`src/sv/pse_pkg.sv`:
```
`default_nettype none
// ---------------------------------------------------------------------------
// pse_pkg
// Types and constants shared by the postfix stack evaluator modules.
// ---------------------------------------------------------------------------
package pse_pkg;

    localparam int STACK_DEPTH = 16;
    localparam int DATA_W      = 32;

    localparam logic [7:0] CH_ZERO  = 8'h30;
    localparam logic [7:0] CH_NINE  = 8'h39;
    localparam logic [7:0] CH_PLUS  = 8'h2B;
    localparam logic [7:0] CH_MINUS = 8'h2D;
    localparam logic [7:0] CH_STAR  = 8'h2A;
    localparam logic [7:0] CH_SLASH = 8'h2F;
    localparam logic [7:0] CH_CARET = 8'h5E;

    typedef enum logic [2:0] {
        OP_NOP,
        OP_NUM,
        OP_ADD,
        OP_SUB,
        OP_MUL,
        OP_DIV,
        OP_POW
    } op_t;

    typedef enum logic [2:0] {
        STAT_OK    = 3'd0,
        STAT_UNDER = 3'd1,
        STAT_OVER  = 3'd2,
        STAT_DIVZ  = 3'd3,
        STAT_ZNEG  = 3'd4,
        STAT_EMPTY = 3'd5
    } status_t;

    typedef enum logic [2:0] {
        S_IDLE,
        S_READ,
        S_DIV,
        S_POW,
        S_FIN
    } state_t;

    typedef struct packed {
        op_t        op;
        logic [3:0] digit;
        logic       last;
    } item_t;

endpackage
`default_nettype wire

```
`src/sv/pse_ram.sv`:
```
`default_nettype none
// ---------------------------------------------------------------------------
// pse_ram
// Generic single-write, single-read RAM with registered read data.
// ---------------------------------------------------------------------------
module pse_ram #(
    parameter int WIDTH = 32,
    parameter int DEPTH = 16
) (
    input  wire logic                     clk,
    input  wire logic                     we,
    input  wire logic [$clog2(DEPTH)-1:0] waddr,
    input  wire logic [WIDTH-1:0]         wdata,
    input  wire logic [$clog2(DEPTH)-1:0] raddr,
    output logic      [WIDTH-1:0]         rdata
);

    logic [WIDTH-1:0] mem [DEPTH];

    always_ff @(posedge clk)
    begin
        if (we)
        begin
            mem[waddr] <= wdata;
        end
        rdata <= mem[raddr];
    end

endmodule
`default_nettype wire

```
`src/sv/pse_front.sv`:
```
`default_nettype none
// ---------------------------------------------------------------------------
// pse_front
// Accept input items, classify each character and hand it to the queue.
// ---------------------------------------------------------------------------
module pse_front (
    input  wire logic           clk,
    input  wire logic           rst_n,
    input  wire logic           in_valid,
    output logic                in_stall,
    input  wire logic [7:0]     ch,
    input  wire logic           last,
    output logic                push,
    output pse_pkg::item_t      push_item,
    input  wire logic           full
);

    logic           valid_reg;
    logic           valid_next;
    pse_pkg::item_t item_reg;
    pse_pkg::item_t item_next;
    logic [7:0]     digit_full;

    assign in_stall   = valid_reg && full;
    assign push       = valid_reg && !full;
    assign push_item  = item_reg;
    assign digit_full = ch - pse_pkg::CH_ZERO;

    always_comb
    begin
        item_next       = item_reg;
        valid_next      = valid_reg && full;
        if (in_valid && !in_stall)
        begin
            valid_next      = 1'b1;
            item_next.last  = last;
            item_next.digit = digit_full[3:0];
            if (ch inside {[pse_pkg::CH_ZERO:pse_pkg::CH_NINE]})
            begin
                item_next.op = pse_pkg::OP_NUM;
            end
            else
            begin
                case (ch)
                    pse_pkg::CH_PLUS:  item_next.op = pse_pkg::OP_ADD;
                    pse_pkg::CH_MINUS: item_next.op = pse_pkg::OP_SUB;
                    pse_pkg::CH_STAR:  item_next.op = pse_pkg::OP_MUL;
                    pse_pkg::CH_SLASH: item_next.op = pse_pkg::OP_DIV;
                    pse_pkg::CH_CARET: item_next.op = pse_pkg::OP_POW;
                    default:           item_next.op = pse_pkg::OP_NOP;
                endcase
            end
        end
    end

    always_ff @(posedge clk or negedge rst_n)
    begin
        if (!rst_n)
        begin
            valid_reg <= 1'b0;
        end
        else
        begin
            valid_reg <= valid_next;
        end
    end

    always_ff @(posedge clk)
    begin
        item_reg <= item_next;
    end

endmodule
`default_nettype wire

```
`src/sv/pse_queue.sv`:
```
`default_nettype none
// ---------------------------------------------------------------------------
// pse_queue
// Two-entry queue of classified items between front and back.
// ---------------------------------------------------------------------------
module pse_queue (
    input  wire logic           clk,
    input  wire logic           rst_n,
    input  wire logic           push,
    input  pse_pkg::item_t      push_item,
    output logic                full,
    input  wire logic           pop,
    output logic                head_valid,
    output pse_pkg::item_t      head_item
);

    pse_pkg::item_t entry_reg [2];
    logic           wr_ptr_reg;
    logic           wr_ptr_next;
    logic           rd_ptr_reg;
    logic           rd_ptr_next;
    logic [1:0]     count_reg;
    logic [1:0]     count_next;

    assign full       = (count_reg == 2'd2);
    assign head_valid = (count_reg != 2'd0);
    assign head_item  = entry_reg[rd_ptr_reg];

    always_comb
    begin
        wr_ptr_next = push ? !wr_ptr_reg : wr_ptr_reg;
        rd_ptr_next = pop ? !rd_ptr_reg : rd_ptr_reg;
        count_next  = count_reg + 2'(push) - 2'(pop);
    end

    always_ff @(posedge clk or negedge rst_n)
    begin
        if (!rst_n)
        begin
            wr_ptr_reg <= 1'b0;
            rd_ptr_reg <= 1'b0;
            count_reg  <= 2'd0;
        end
        else
        begin
            wr_ptr_reg <= wr_ptr_next;
            rd_ptr_reg <= rd_ptr_next;
            count_reg  <= count_next;
        end
    end

    always_ff @(posedge clk)
    begin
        if (push)
        begin
            entry_reg[wr_ptr_reg] <= push_item;
        end
    end

endmodule
`default_nettype wire

```
`src/sv/pse_back.sv`:
```
`default_nettype none
// ---------------------------------------------------------------------------
// pse_back
// Execute classified items on the operand stack and emit results.
// Top of stack lives in a register, deeper entries in RAM.
// ---------------------------------------------------------------------------
module pse_back #(
    parameter int STACK_DEPTH = pse_pkg::STACK_DEPTH
) (
    input  wire logic               clk,
    input  wire logic               rst_n,
    input  wire logic               head_valid,
    input  pse_pkg::item_t          head_item,
    output logic                    pop,
    output logic                    out_valid,
    input  wire logic               out_stall,
    output logic signed [31:0]      value,
    output logic [2:0]              status
);

    localparam int SP_W = $clog2(STACK_DEPTH + 1);
    localparam int AW   = $clog2(STACK_DEPTH);

    pse_pkg::state_t  state_reg, state_next;
    logic [SP_W-1:0]  sp_reg, sp_next;
    logic [31:0]      tos_reg, tos_next;
    pse_pkg::status_t err_reg, err_next;
    pse_pkg::op_t     op_reg, op_next;
    logic             last_reg, last_next;
    logic             out_valid_reg, out_valid_next;
    logic [31:0]      value_reg, value_next;
    pse_pkg::status_t status_reg, status_next;

    logic [31:0]      a_reg, a_next;
    logic [31:0]      d_reg, d_next;
    logic [31:0]      rem_reg, rem_next;
    logic [4:0]       cnt_reg, cnt_next;
    logic             neg_reg, neg_next;
    logic [31:0]      acc_reg, acc_next;
    logic [31:0]      base_reg, base_next;
    logic [30:0]      ex_reg, ex_next;
    logic             phase_reg, phase_next;

    logic             we;
    logic [AW-1:0]    waddr;
    logic [AW-1:0]    raddr;
    logic [31:0]      rdata;
    logic [SP_W-1:0]  sp_m1;
    logic [SP_W-1:0]  sp_m2;
    logic [32:0]      shifted;
    logic             ge;
    logic [31:0]      qbits;
    logic [31:0]      mul_a;
    logic [31:0]      mul_b;
    logic [63:0]      product;
    logic [31:0]      l_mag;
    logic [31:0]      r_mag;

    pse_ram #(
        .WIDTH (32),
        .DEPTH (STACK_DEPTH)
    ) u_ram (
        .clk   (clk),
        .we    (we),
        .waddr (waddr),
        .wdata (tos_reg),
        .raddr (raddr),
        .rdata (rdata)
    );

    assign sp_m1     = sp_reg - SP_W'(1);
    assign sp_m2     = sp_reg - SP_W'(2);
    assign waddr     = sp_m1[AW-1:0];
    assign raddr     = sp_m2[AW-1:0];
    assign out_valid = out_valid_reg;
    assign value     = value_reg;
    assign status    = status_reg;
    assign shifted   = {rem_reg, a_reg[31]};
    assign ge        = (shifted >= {1'b0, d_reg});
    assign qbits     = {a_reg[30:0], ge};
    assign l_mag     = rdata[31] ? (32'd0 - rdata) : rdata;
    assign r_mag     = tos_reg[31] ? (32'd0 - tos_reg) : tos_reg;
    assign mul_a     = (state_reg == pse_pkg::S_POW && !phase_reg) ? acc_reg
                     : (state_reg == pse_pkg::S_POW) ? base_reg : rdata;
    assign mul_b     = (state_reg == pse_pkg::S_POW) ? base_reg : tos_reg;
    assign product   = mul_a * mul_b;

    always_comb
    begin
        state_next     = state_reg;
        sp_next        = sp_reg;
        tos_next       = tos_reg;
        err_next       = err_reg;
        op_next        = op_reg;
        last_next      = last_reg;
        out_valid_next = out_valid_reg && out_stall;
        value_next     = value_reg;
        status_next    = status_reg;
        a_next         = a_reg;
        d_next         = d_reg;
        rem_next       = rem_reg;
        cnt_next       = cnt_reg;
        neg_next       = neg_reg;
        acc_next       = acc_reg;
        base_next      = base_reg;
        ex_next        = ex_reg;
        phase_next     = phase_reg;
        pop            = 1'b0;
        we             = 1'b0;

        case (state_reg)
            pse_pkg::S_IDLE:
            begin
                if (head_valid && !(head_item.last && out_valid_reg))
                begin
                    pop        = 1'b1;
                    last_next  = head_item.last;
                    op_next    = head_item.op;
                    state_next = head_item.last ? pse_pkg::S_FIN : pse_pkg::S_IDLE;
                    case (head_item.op)
                        pse_pkg::OP_NOP:
                        begin
                        end
                        pse_pkg::OP_NUM:
                        begin
                            if (sp_reg == SP_W'(STACK_DEPTH))
                            begin
                                if (err_reg == pse_pkg::STAT_OK)
                                begin
                                    err_next = pse_pkg::STAT_OVER;
                                end
                            end
                            else
                            begin
                                we       = (sp_reg != '0);
                                tos_next = {28'd0, head_item.digit};
                                sp_next  = sp_reg + SP_W'(1);
                            end
                        end
                        default:
                        begin
                            if (sp_reg < SP_W'(2))
                            begin
                                if (err_reg == pse_pkg::STAT_OK)
                                begin
                                    err_next = pse_pkg::STAT_UNDER;
                                end
                            end
                            else
                            begin
                                state_next = pse_pkg::S_READ;
                            end
                        end
                    endcase
                end
            end

            pse_pkg::S_READ:
            begin
                state_next = last_reg ? pse_pkg::S_FIN : pse_pkg::S_IDLE;
                sp_next    = sp_m1;
                case (op_reg)
                    pse_pkg::OP_ADD: tos_next = rdata + tos_reg;
                    pse_pkg::OP_SUB: tos_next = rdata - tos_reg;
                    pse_pkg::OP_MUL: tos_next = product[31:0];
                    pse_pkg::OP_DIV:
                    begin
                        if (tos_reg == 32'd0)
                        begin
                            tos_next = 32'd0;
                            if (err_reg == pse_pkg::STAT_OK)
                            begin
                                err_next = pse_pkg::STAT_DIVZ;
                            end
                        end
                        else
                        begin
                            sp_next    = sp_reg;
                            state_next = pse_pkg::S_DIV;
                            a_next     = l_mag;
                            d_next     = r_mag;
                            rem_next   = 32'd0;
                            cnt_next   = 5'd0;
                            neg_next   = rdata[31] ^ tos_reg[31];
                        end
                    end
                    default:
                    begin
                        if (tos_reg[31])
                        begin
                            if (rdata == 32'd1)
                            begin
                                tos_next = 32'd1;
                            end
                            else if (rdata == 32'hFFFF_FFFF)
                            begin
                                tos_next = tos_reg[0] ? 32'hFFFF_FFFF : 32'd1;
                            end
                            else
                            begin
                                tos_next = 32'd0;
                                if (rdata == 32'd0 && err_reg == pse_pkg::STAT_OK)
                                begin
                                    err_next = pse_pkg::STAT_ZNEG;
                                end
                            end
                        end
                        else
                        begin
                            sp_next    = sp_reg;
                            state_next = pse_pkg::S_POW;
                            acc_next   = 32'd1;
                            base_next  = rdata;
                            ex_next    = tos_reg[30:0];
                            phase_next = 1'b0;
                        end
                    end
                endcase
            end

            pse_pkg::S_DIV:
            begin
                rem_next = ge ? 32'(shifted - {1'b0, d_reg}) : shifted[31:0];
                a_next   = qbits;
                cnt_next = cnt_reg + 5'd1;
                if (cnt_reg == 5'd31)
                begin
                    tos_next   = neg_reg ? (32'd0 - qbits) : qbits;
                    sp_next    = sp_m1;
                    state_next = last_reg ? pse_pkg::S_FIN : pse_pkg::S_IDLE;
                end
            end

            pse_pkg::S_POW:
            begin
                if (ex_reg == 31'd0)
                begin
                    tos_next   = acc_reg;
                    sp_next    = sp_m1;
                    state_next = last_reg ? pse_pkg::S_FIN : pse_pkg::S_IDLE;
                end
                else if (!phase_reg)
                begin
                    if (ex_reg[0])
                    begin
                        acc_next = product[31:0];
                    end
                    phase_next = 1'b1;
                end
                else
                begin
                    base_next  = product[31:0];
                    ex_next    = ex_reg >> 1;
                    phase_next = 1'b0;
                end
            end

            pse_pkg::S_FIN:
            begin
                out_valid_next = 1'b1;
                value_next     = (sp_reg != '0) ? tos_reg : 32'd0;
                if (err_reg != pse_pkg::STAT_OK)
                begin
                    status_next = err_reg;
                end
                else if (sp_reg == '0)
                begin
                    status_next = pse_pkg::STAT_EMPTY;
                end
                else
                begin
                    status_next = pse_pkg::STAT_OK;
                end
                sp_next    = '0;
                err_next   = pse_pkg::STAT_OK;
                state_next = pse_pkg::S_IDLE;
            end

            default:
            begin
                state_next = pse_pkg::S_IDLE;
            end
        endcase
    end

    always_ff @(posedge clk or negedge rst_n)
    begin
        if (!rst_n)
        begin
            state_reg     <= pse_pkg::S_IDLE;
            sp_reg        <= '0;
            err_reg       <= pse_pkg::STAT_OK;
            out_valid_reg <= 1'b0;
        end
        else
        begin
            state_reg     <= state_next;
            sp_reg        <= sp_next;
            err_reg       <= err_next;
            out_valid_reg <= out_valid_next;
        end
    end

    always_ff @(posedge clk)
    begin
        tos_reg    <= tos_next;
        op_reg     <= op_next;
        last_reg   <= last_next;
        value_reg  <= value_next;
        status_reg <= status_next;
        a_reg      <= a_next;
        d_reg      <= d_next;
        rem_reg    <= rem_next;
        cnt_reg    <= cnt_next;
        neg_reg    <= neg_next;
        acc_reg    <= acc_next;
        base_reg   <= base_next;
        ex_reg     <= ex_next;
        phase_reg  <= phase_next;
    end

endmodule
`default_nettype wire

```
`src/sv/postfix_stack_evaluator_top.sv`:
```
`default_nettype none
// ---------------------------------------------------------------------------
// postfix_stack_evaluator_top
// Postfix expression evaluator on a bounded 32-bit operand stack.
// ---------------------------------------------------------------------------
// One character arrives per item; the item marked last yields value and
// status. The front stage registers and classifies each item into a
// two-entry queue, so input is taken while the back end works. The back end
// takes one queued item at a time: a digit or an ignored character is
// handled in the idle state; an operator with two operands then passes a
// read state, as the stack RAM has a registered read port; / by a nonzero
// divisor then runs the restoring divider, one quotient bit per cycle; ^
// with a non-negative exponent loops over its bits up to the highest set
// bit on one shared multiplier; the last item passes a final state that
// loads the output register. The stack keeps its top entry in a register.
module postfix_stack_evaluator_top #(
    parameter int STACK_DEPTH = pse_pkg::STACK_DEPTH
) (
    input  wire logic               clk,
    input  wire logic               rst_n,
    input  wire logic               in_valid,
    output logic                    in_stall,
    input  wire logic [7:0]         ch,
    input  wire logic               last,
    output logic                    out_valid,
    input  wire logic               out_stall,
    output logic signed [31:0]      value,
    output logic [2:0]              status
);

    logic           push;
    pse_pkg::item_t push_item;
    logic           full;
    logic           pop;
    logic           head_valid;
    pse_pkg::item_t head_item;

    pse_front u_front (
        .clk       (clk),
        .rst_n     (rst_n),
        .in_valid  (in_valid),
        .in_stall  (in_stall),
        .ch        (ch),
        .last      (last),
        .push      (push),
        .push_item (push_item),
        .full      (full)
    );

    pse_queue u_queue (
        .clk        (clk),
        .rst_n      (rst_n),
        .push       (push),
        .push_item  (push_item),
        .full       (full),
        .pop        (pop),
        .head_valid (head_valid),
        .head_item  (head_item)
    );

    pse_back #(
        .STACK_DEPTH (STACK_DEPTH)
    ) u_back (
        .clk        (clk),
        .rst_n      (rst_n),
        .head_valid (head_valid),
        .head_item  (head_item),
        .pop        (pop),
        .out_valid  (out_valid),
        .out_stall  (out_stall),
        .value      (value),
        .status     (status)
    );

endmodule
`default_nettype wire

```
`config.mk`:
```
export PLATFORM = sky130hd
export DESIGN_NAME = postfix_stack_evaluator_top
export DESIGN_NICKNAME = d
export VERILOG_FILES = /design/src/sv/pse_pkg.sv /design/src/sv/pse_ram.sv /design/src/sv/pse_front.sv /design/src/sv/pse_queue.sv /design/src/sv/pse_back.sv /design/src/sv/postfix_stack_evaluator_top.sv
export SDC_FILE = /design/constraint.sdc
export NUM_CORES = 2
export LEC_CHECK = 0
export ABC_AREA = 1
export BUFFER_PORTS_ARGS = -buffer_cell sky130_fd_sc_hd__buf_2
export CAP_MARGIN = 0
export CORE_ASPECT_RATIO = 1.5
export CORE_MARGIN = 1.5
export CORE_UTILIZATION = 60
export CTS_BUF_LIST = sky130_fd_sc_hd__clkbuf_2 sky130_fd_sc_hd__clkbuf_4 sky130_fd_sc_hd__clkbuf_8
export DETAILED_ROUTE_END_ITERATION = 7
export PLACE_DENSITY = 0.84
export SYNTH_ARGS = -nofsm -noshare
export SYNTH_HDL_FRONTEND = slang
export SYNTH_SLANG_ARGS = --single-unit
```
`constraint.sdc`:
```
create_clock -name clk -period 8.5 [get_ports clk]
set_input_delay 1.7 -clock clk [delete_from_list [all_inputs] [get_ports clk]]
set_output_delay 1.7 -clock clk [all_outputs]
set_load 0.005 [all_outputs]
```
## Word-level counts from Yosys, hierarchy flattened

Memories as Yosys holds them, arrays and structs flattened. A register that Yosys moved wholly into a read port is not among the register bits.
Cells that the tools add are included.

- RAM bits: 528
- Output and inout port bits: 37
- Register bits: 294
- Logic and storage cells: 236
- Input port bits: 13
- Memories kept: 2

- $mul: 1
- Multiplexer cells: 98
- Order comparisons: 4
- Bitwise logic cells: 2
- Add/subtract/negate cells: 13
- Reductions and logical operators: 44
- Eq/ne operators: 45

Memory list:

| name | words | bits a word | read ports | clocked after Yosys merged registers in | write ports | line | text |
|---|---|---|---|---|---|---|---|
| u_back.u_ram.mem | 16 | 32 | 1 | 1 | 1 | pse_ram.sv:18 | `logic [WIDTH-1:0] mem [DEPTH];` |
| u_queue.entry_reg | 2 | 8 | 1 | 0 | 1 | pse_queue.sv:17 | `pse_pkg::item_t entry_reg [2];` |

Operators with widths:

| kind | number |
|---|---|
| 2-to-1 mux 32 bit | 29 |
| one-hot mux 32 bit (2 select lines) | 4 |
| one-hot mux 32 bit (4 select lines) | 2 |
| 2-to-1 mux 31 bit | 5 |
| subtractor 1 x 32 -> 32 bit (first input constant) | 3 |
| 2-to-1 mux 3 bit | 22 |
| zero test 32 bit | 2 |
| subtractor 32 bit | 2 |
| one-hot mux 31 bit (2 select lines) | 1 |
| 2-to-1 mux 5 bit | 9 |
| greater-or-equal comparator 33 x 32 -> 1 bit | 1 |
| adder 32 bit | 1 |
| equality test 32 x 1 -> 1 bit (second input constant) | 1 |
| equality test 32 bit (second input constant) | 1 |
| equality test 8 x 6 -> 1 bit (second input constant) | 4 |
| multiplier 32 x 32 -> 32 bit | 1 |
| zero test 31 bit | 1 |
| one-hot mux 5 bit (5 select lines) | 1 |
| inequality test 2 bit (second input constant) | 10 |
| one-hot mux 5 bit (2 select lines) | 2 |
| one-hot mux 3 bit (2 select lines) | 3 |
| 2-to-1 mux 1 bit | 16 |
| AND reduction 8 bit | 2 |
| one-hot mux 3 bit (5 select lines) | 1 |
| 44 further kinds | 83 |

## Depth between registers and ports, before layout

- Word-level depth: 8
- Gate-level depth with buffers: 45

## Modules after synthesis

Synthesis repeated with hierarchy kept, for this count alone.

- Cells, all modules: 6687
- Area, all modules: 59198.0 µm²

Modules (own cells, without submodules):

| module | seq. area each (µm²) | times used | cells an instance | area an instance (µm²) |
|---|---|---|---|---|
| pse_back | 8378.0 | 1 | 4447 | 35197.5 |
| pse_ram | 16015.4 | 1 | 2122 | 22739.3 |
| pse_queue | 580.6 | 1 | 67 | 830.8 |
| pse_front | 265.3 | 1 | 51 | 430.4 |

## Least setup slack after synthesis

OpenSTA, ideal clock, no wires.

- Path kind: register -> register
- Start: reg u_back.state_reg[2]
- End: reg u_back.tos_reg[30], data pin
- Data required time: 8236 ps
- Setup time: 264 ps
- Arrival: 7425 ps
- Path buffers: 4
- Cell stages (with the launch flop): 35
- Path slack: 812 ps
- Cells stage by stage: dfrtp_1 > inv_2 > nand3_2 > buf_8 > buf_12 > buf_6 > nand2_1 > o21ai_2 > inv_1 > clkbuf_1 > nand2_1 > fa_1 > fa_1 > fa_1 > fa_1 > inv_1 > fa_1 > fa_1 > fa_1 > fa_1 > ha_1 > a21oi_1 > inv_1 > a31oi_1 > a21boi_0 > nand3_1 > nand3_1 > nand2_1 > nand2_1 > nand2_1 > a21oi_1 > xor2_1 > nor2_1 > o21ai_0 > nand2_1

- Cells in the longest elaborated chain, start to end: 6
- Elaborated cells between the ends (all ways): 11
- Classes of those cells: 1 x mul; 3 x eq/ne; 5 x mux; 2 x reduce/logical

Ends and longest elaborated chain:

| element | line | text |
|---|---|---|
| from (decl) | pse_back.sv:24 | `pse_pkg::state_t state_reg, state_next;` |
| from (signal assigned) | pse_back.sv:290 | `state_reg <= pse_pkg::S_IDLE;` |
| from (signal assigned) | pse_back.sv:297 | `state_reg <= state_next;` |
| equality test 3 x 2 -> 1 bit | - |  |
| 2-to-1 mux 32 bit or logical AND 1 bit (tied branches) | pse_back.sv:84, pse_back.sv:83 |  |
| 2-to-1 mux 32 bit | pse_back.sv:83 | `assign mul_a = (state_reg == pse_pkg::S_POW && !phase_reg) ? acc_reg` |
| multiplier 32 x 32 -> 32 bit | pse_back.sv:86 | `assign product = mul_a * mul_b;` |
| one-hot mux 32 bit (4 select lines) | pse_back.sv:162 | `case (op_reg)` |
| one-hot mux 32 bit (4 select lines) (*) | pse_back.sv:111 | `case (state_reg)` |
| net u_back.tos_next[30] | pse_back.sv:26 | `logic [31:0] tos_reg, tos_next;` |
| to (signal assigned) | pse_back.sv:306 | `tos_reg <= tos_next;` |
| to (decl) | pse_back.sv:26 |  |

Mark *: on every way through the listed nets, which the timed path passes. The rest lies on a longest branch.
A chain may end at the register's enable or synchronous reset.

## Final worst setup path

- Start: reg u_back.state_reg[2]
- End: reg u_back.tos_reg[8], data pin

Same word-level chain as after synthesis.

==> flow_summary.toml <==
[run_status]
status = "finished with violations"
failed_checks = "capacitance limit, slew limit"

[worst_setup_path]
start_kind = "register"
worst_path_most_repeated_cell = "ha_1"
regToRegEndpoint = "u_back.tos_reg[8]"
reg2reg_depth = 28
critPathRequiredTime_ns = 9.15
cpMaxStageDelayCell = "xnor2_1"
slowest_delay_ns = 1.29
cp_max_fo = 26
critPathKind = "reg -> reg"
cp.arrival_ns = 9.06
cp-end-kind = "register"
r2r_slack_ns = 0.09
r2r-start = "u_back.state_reg[2]"

[detailed_routing]
viasPerCell = 6.25
first_pass_iters = 6
wl_per_cell_um = 27.2
vias = 46554
wirelength_um = 203000
drt_iter0_markers = 4949
drc = 0
antenna_left = 0

[timing]
final_hold_viol_count = 0
skew_ns = 0.0572
period_needed_ns = 8.41
worst_pin_slew_ns = 1.70
setup_ws_ns = 0.0890
rsz0062_at_grt = "true"
period_share = 0.990
max_freq_mhz = 119
slew_violations = 2
slew_headroom = -0.139
setup_viol = 0

[placement]
io_buffers = 49
dp_hpwl_um = 150000
dpl-instance-area_mm2 = 0.0598
dp_slack_ns = -0.0585
gp_routability_congestion = 1.09

[yosys]
synth_ff_type = "edfxtp_1"
syn_nets = 6494
synth_mux_area_frac = 0.00113
synth_top_family_by_area = "adder cells"
netlist_area_mm2 = 0.0564
yosys_warnings = 0
yosysTopAreaCellShare = 0.429
yosysSeqAreaShare = 0.448
synth.area.top_cells = "edfxtp_1 (43%), fa_1 (15%), nand2_1 (5.9%)"
synthSimpleGateAreaFrac = 0.152
synth_edf_count = 805
synth_xor_area_frac = 0.0203
async_flop_share = 0.0199
yosys-top-cells-count = "nand2_1 (891), nor2_1 (846), edfxtp_1 (805), inv_1 (791), o21ai_0 (548)"
synth-compound-area-share = 0.114
syn_avg_cell_area_um2 = 9.61
synth-seq-cells = 854
synth_most_common_cell = "nand2_1"
synth_fa_ha_area_frac = 0.191
synth.largest_area_cell = "edfxtp_1"
ys_types = 65
synthCells = 5868

[final_layout]
layout-drive-gt1-share = 0.119
largest_reg_flops = 512
area_growth_pct = 11.3
nets = 6721
top_register = "u_back.u_ram.mem"
design_area_mm2 = 0.0627

[global_route]
grt_overflow = 0
grt_pass1_wl_um = 293000
grt_pass1_vias = 47135
antenna_found_initial = 12
grt_max_degree = 99
grt_usage = 0.429

[clock_tree]
cts.clk_slew.worst_paths_ns = 0.07
clockBufferDepth = 3
cts_tree = "built"
clk_latency_ns = 0.84
cts_root_buf = "clkbuf_8"
postCtsHoldBufs = 0
cts.htree.levels = 3
cts-buffers-inserted = 110
clock_sinks = 854

[hold_path]
holdPathStages = 0
holdCritPathClass = "reg -> reg"
worstHoldStart = "u_front.push_item[2]"
holdPathEnd = "u_queue.entry_reg[0][2]"

[die]
die_y_um = 378
core_area_mm2 = 0.0931
dieArea_mm2 = 0.0959
die_w_um = 253
start_util = 0.606
rows = 137
io-pin-count = 50

[job]
drv_cap = 1
[layout by cell type (no fill, tap or decap), types with 9 or more instances in the layout]
cell type   netlist  routed
clkbuf_4          0      23
buf_4             5     296
o21a_1           33      33
o21ai_2          18      19
nor2_1          846     822
o21ai_0         548     541
a21oi_1         176     171
xnor2_1          49      46
clkbuf_8          0     131
buf_2            11      49
or2_2            24      23
o22ai_1          41      41
a21o_1           13      13
buf_12            2      16
nor2_2            9      12
dfrtp_1          17      14
nor2_4            0      21
nand4_1          46      46
dfxtp_1          32      32
xor2_1           78      77
bufinv_16         0      11
o211ai_1         56      56
ha_1            203     203
nand3_1         182     181
o21bai_1          9       9
a31oi_1          20      20
nand2_2          13      20
clkinv_2          0      29
nand2_1         891     880
o21ai_1          17      21
inv_2            18      20
fa_1            410     410
edfxtp_1        805     805
a22oi_1          11      10
inv_1           791     784
nor3_1           38      36
clkinvlp_4        0       9
nor4_1           33      32
clkinv_1         10      12
o221ai_1        104     104
[worst max-delay path by stage]
stage / from / endpoint / slack (ns) / cells after the start
CTS: u_back.state_reg[2] / u_back.tos_reg[29] / 0.04 / 33
detailed placement: u_back.state_reg[2] / u_back.tos_reg[30] / -0.06 / 32
floorplan: u_back.state_reg[2] / u_back.tos_reg[30] / 0.81 / 34
global route: u_back.state_reg[2] / u_back.base_reg[30] / -0.08 / 35
finish: u_back.state_reg[2] / u_back.tos_reg[8] / 0.09 / 28
global placement: u_back.state_reg[2] / u_back.tos_reg[28] / 0.008 / 30
[metrics by stage]
step	setup TNS, ns	hold WS [ns]	util	instances
floorplan	0	0.421	-	5868
global placement	0	0.426	0.643	7223
detailed placement	-0.0938	0.432	0.643	7223
CTS	0	0.451	0.671	7430
global route	-0.301	0.453	0.674	7444
finish	0	0.451	0.674	7447
[kinds of logic after synthesis]
kind of cell | count (synthesis)
AOI/OAI and AO/OA | 1087
xor gates and xnor gates | 129
adders and majority gates | 613
buffers and inverters | 1074
DFF | 854
muxes | 6
and+or+nand+nor | 2105
[layout make-up]
class                      count  area (um2)
sequential                   854       25200
clock buffer                 154        1980
inverter                     819        3100
clock inverter                53         588
tap                         1251        1570
multi-input combinational   3940       27300
antenna                        6        15.0
fill                        7189       30300
timing repair buffer         370        2930
[repair_timing]
item                       in CTS  in global routing
buffers inserted                0                  9
pin swaps                       0                  4
cloned                          0                  2
gates resized for setup         4                 53
setup endpoints to repair       4                 30
[critical path, delay by kind of cell (launching register included)]
kind                       cells  cell delay, ns
DFF                            1            0.42
xor gates and xnor gates       1            1.29
and+or+nand+nor                7            0.84
AOI/OAI and AO/OA              4            0.72
adders and majority gates      8            3.43
buffers and inverters          8            1.45
[metal layers]
layer | up-vias | GRT usage | part of all wire
met4 | 10 | 0.456 | 0.13
met2 | 2995 | 0.721 | 0.48
met5 | - | 0 | 0.00032
met3 | 1111 | 0.106 | 0.093
li1 | 20084 | - | -
met1 | 22354 | 0.413 | 0.29
Power is left out: the tool's default activity adds up to more than one toggle a clock period on the data nets, which glitch-free logic cannot reach.
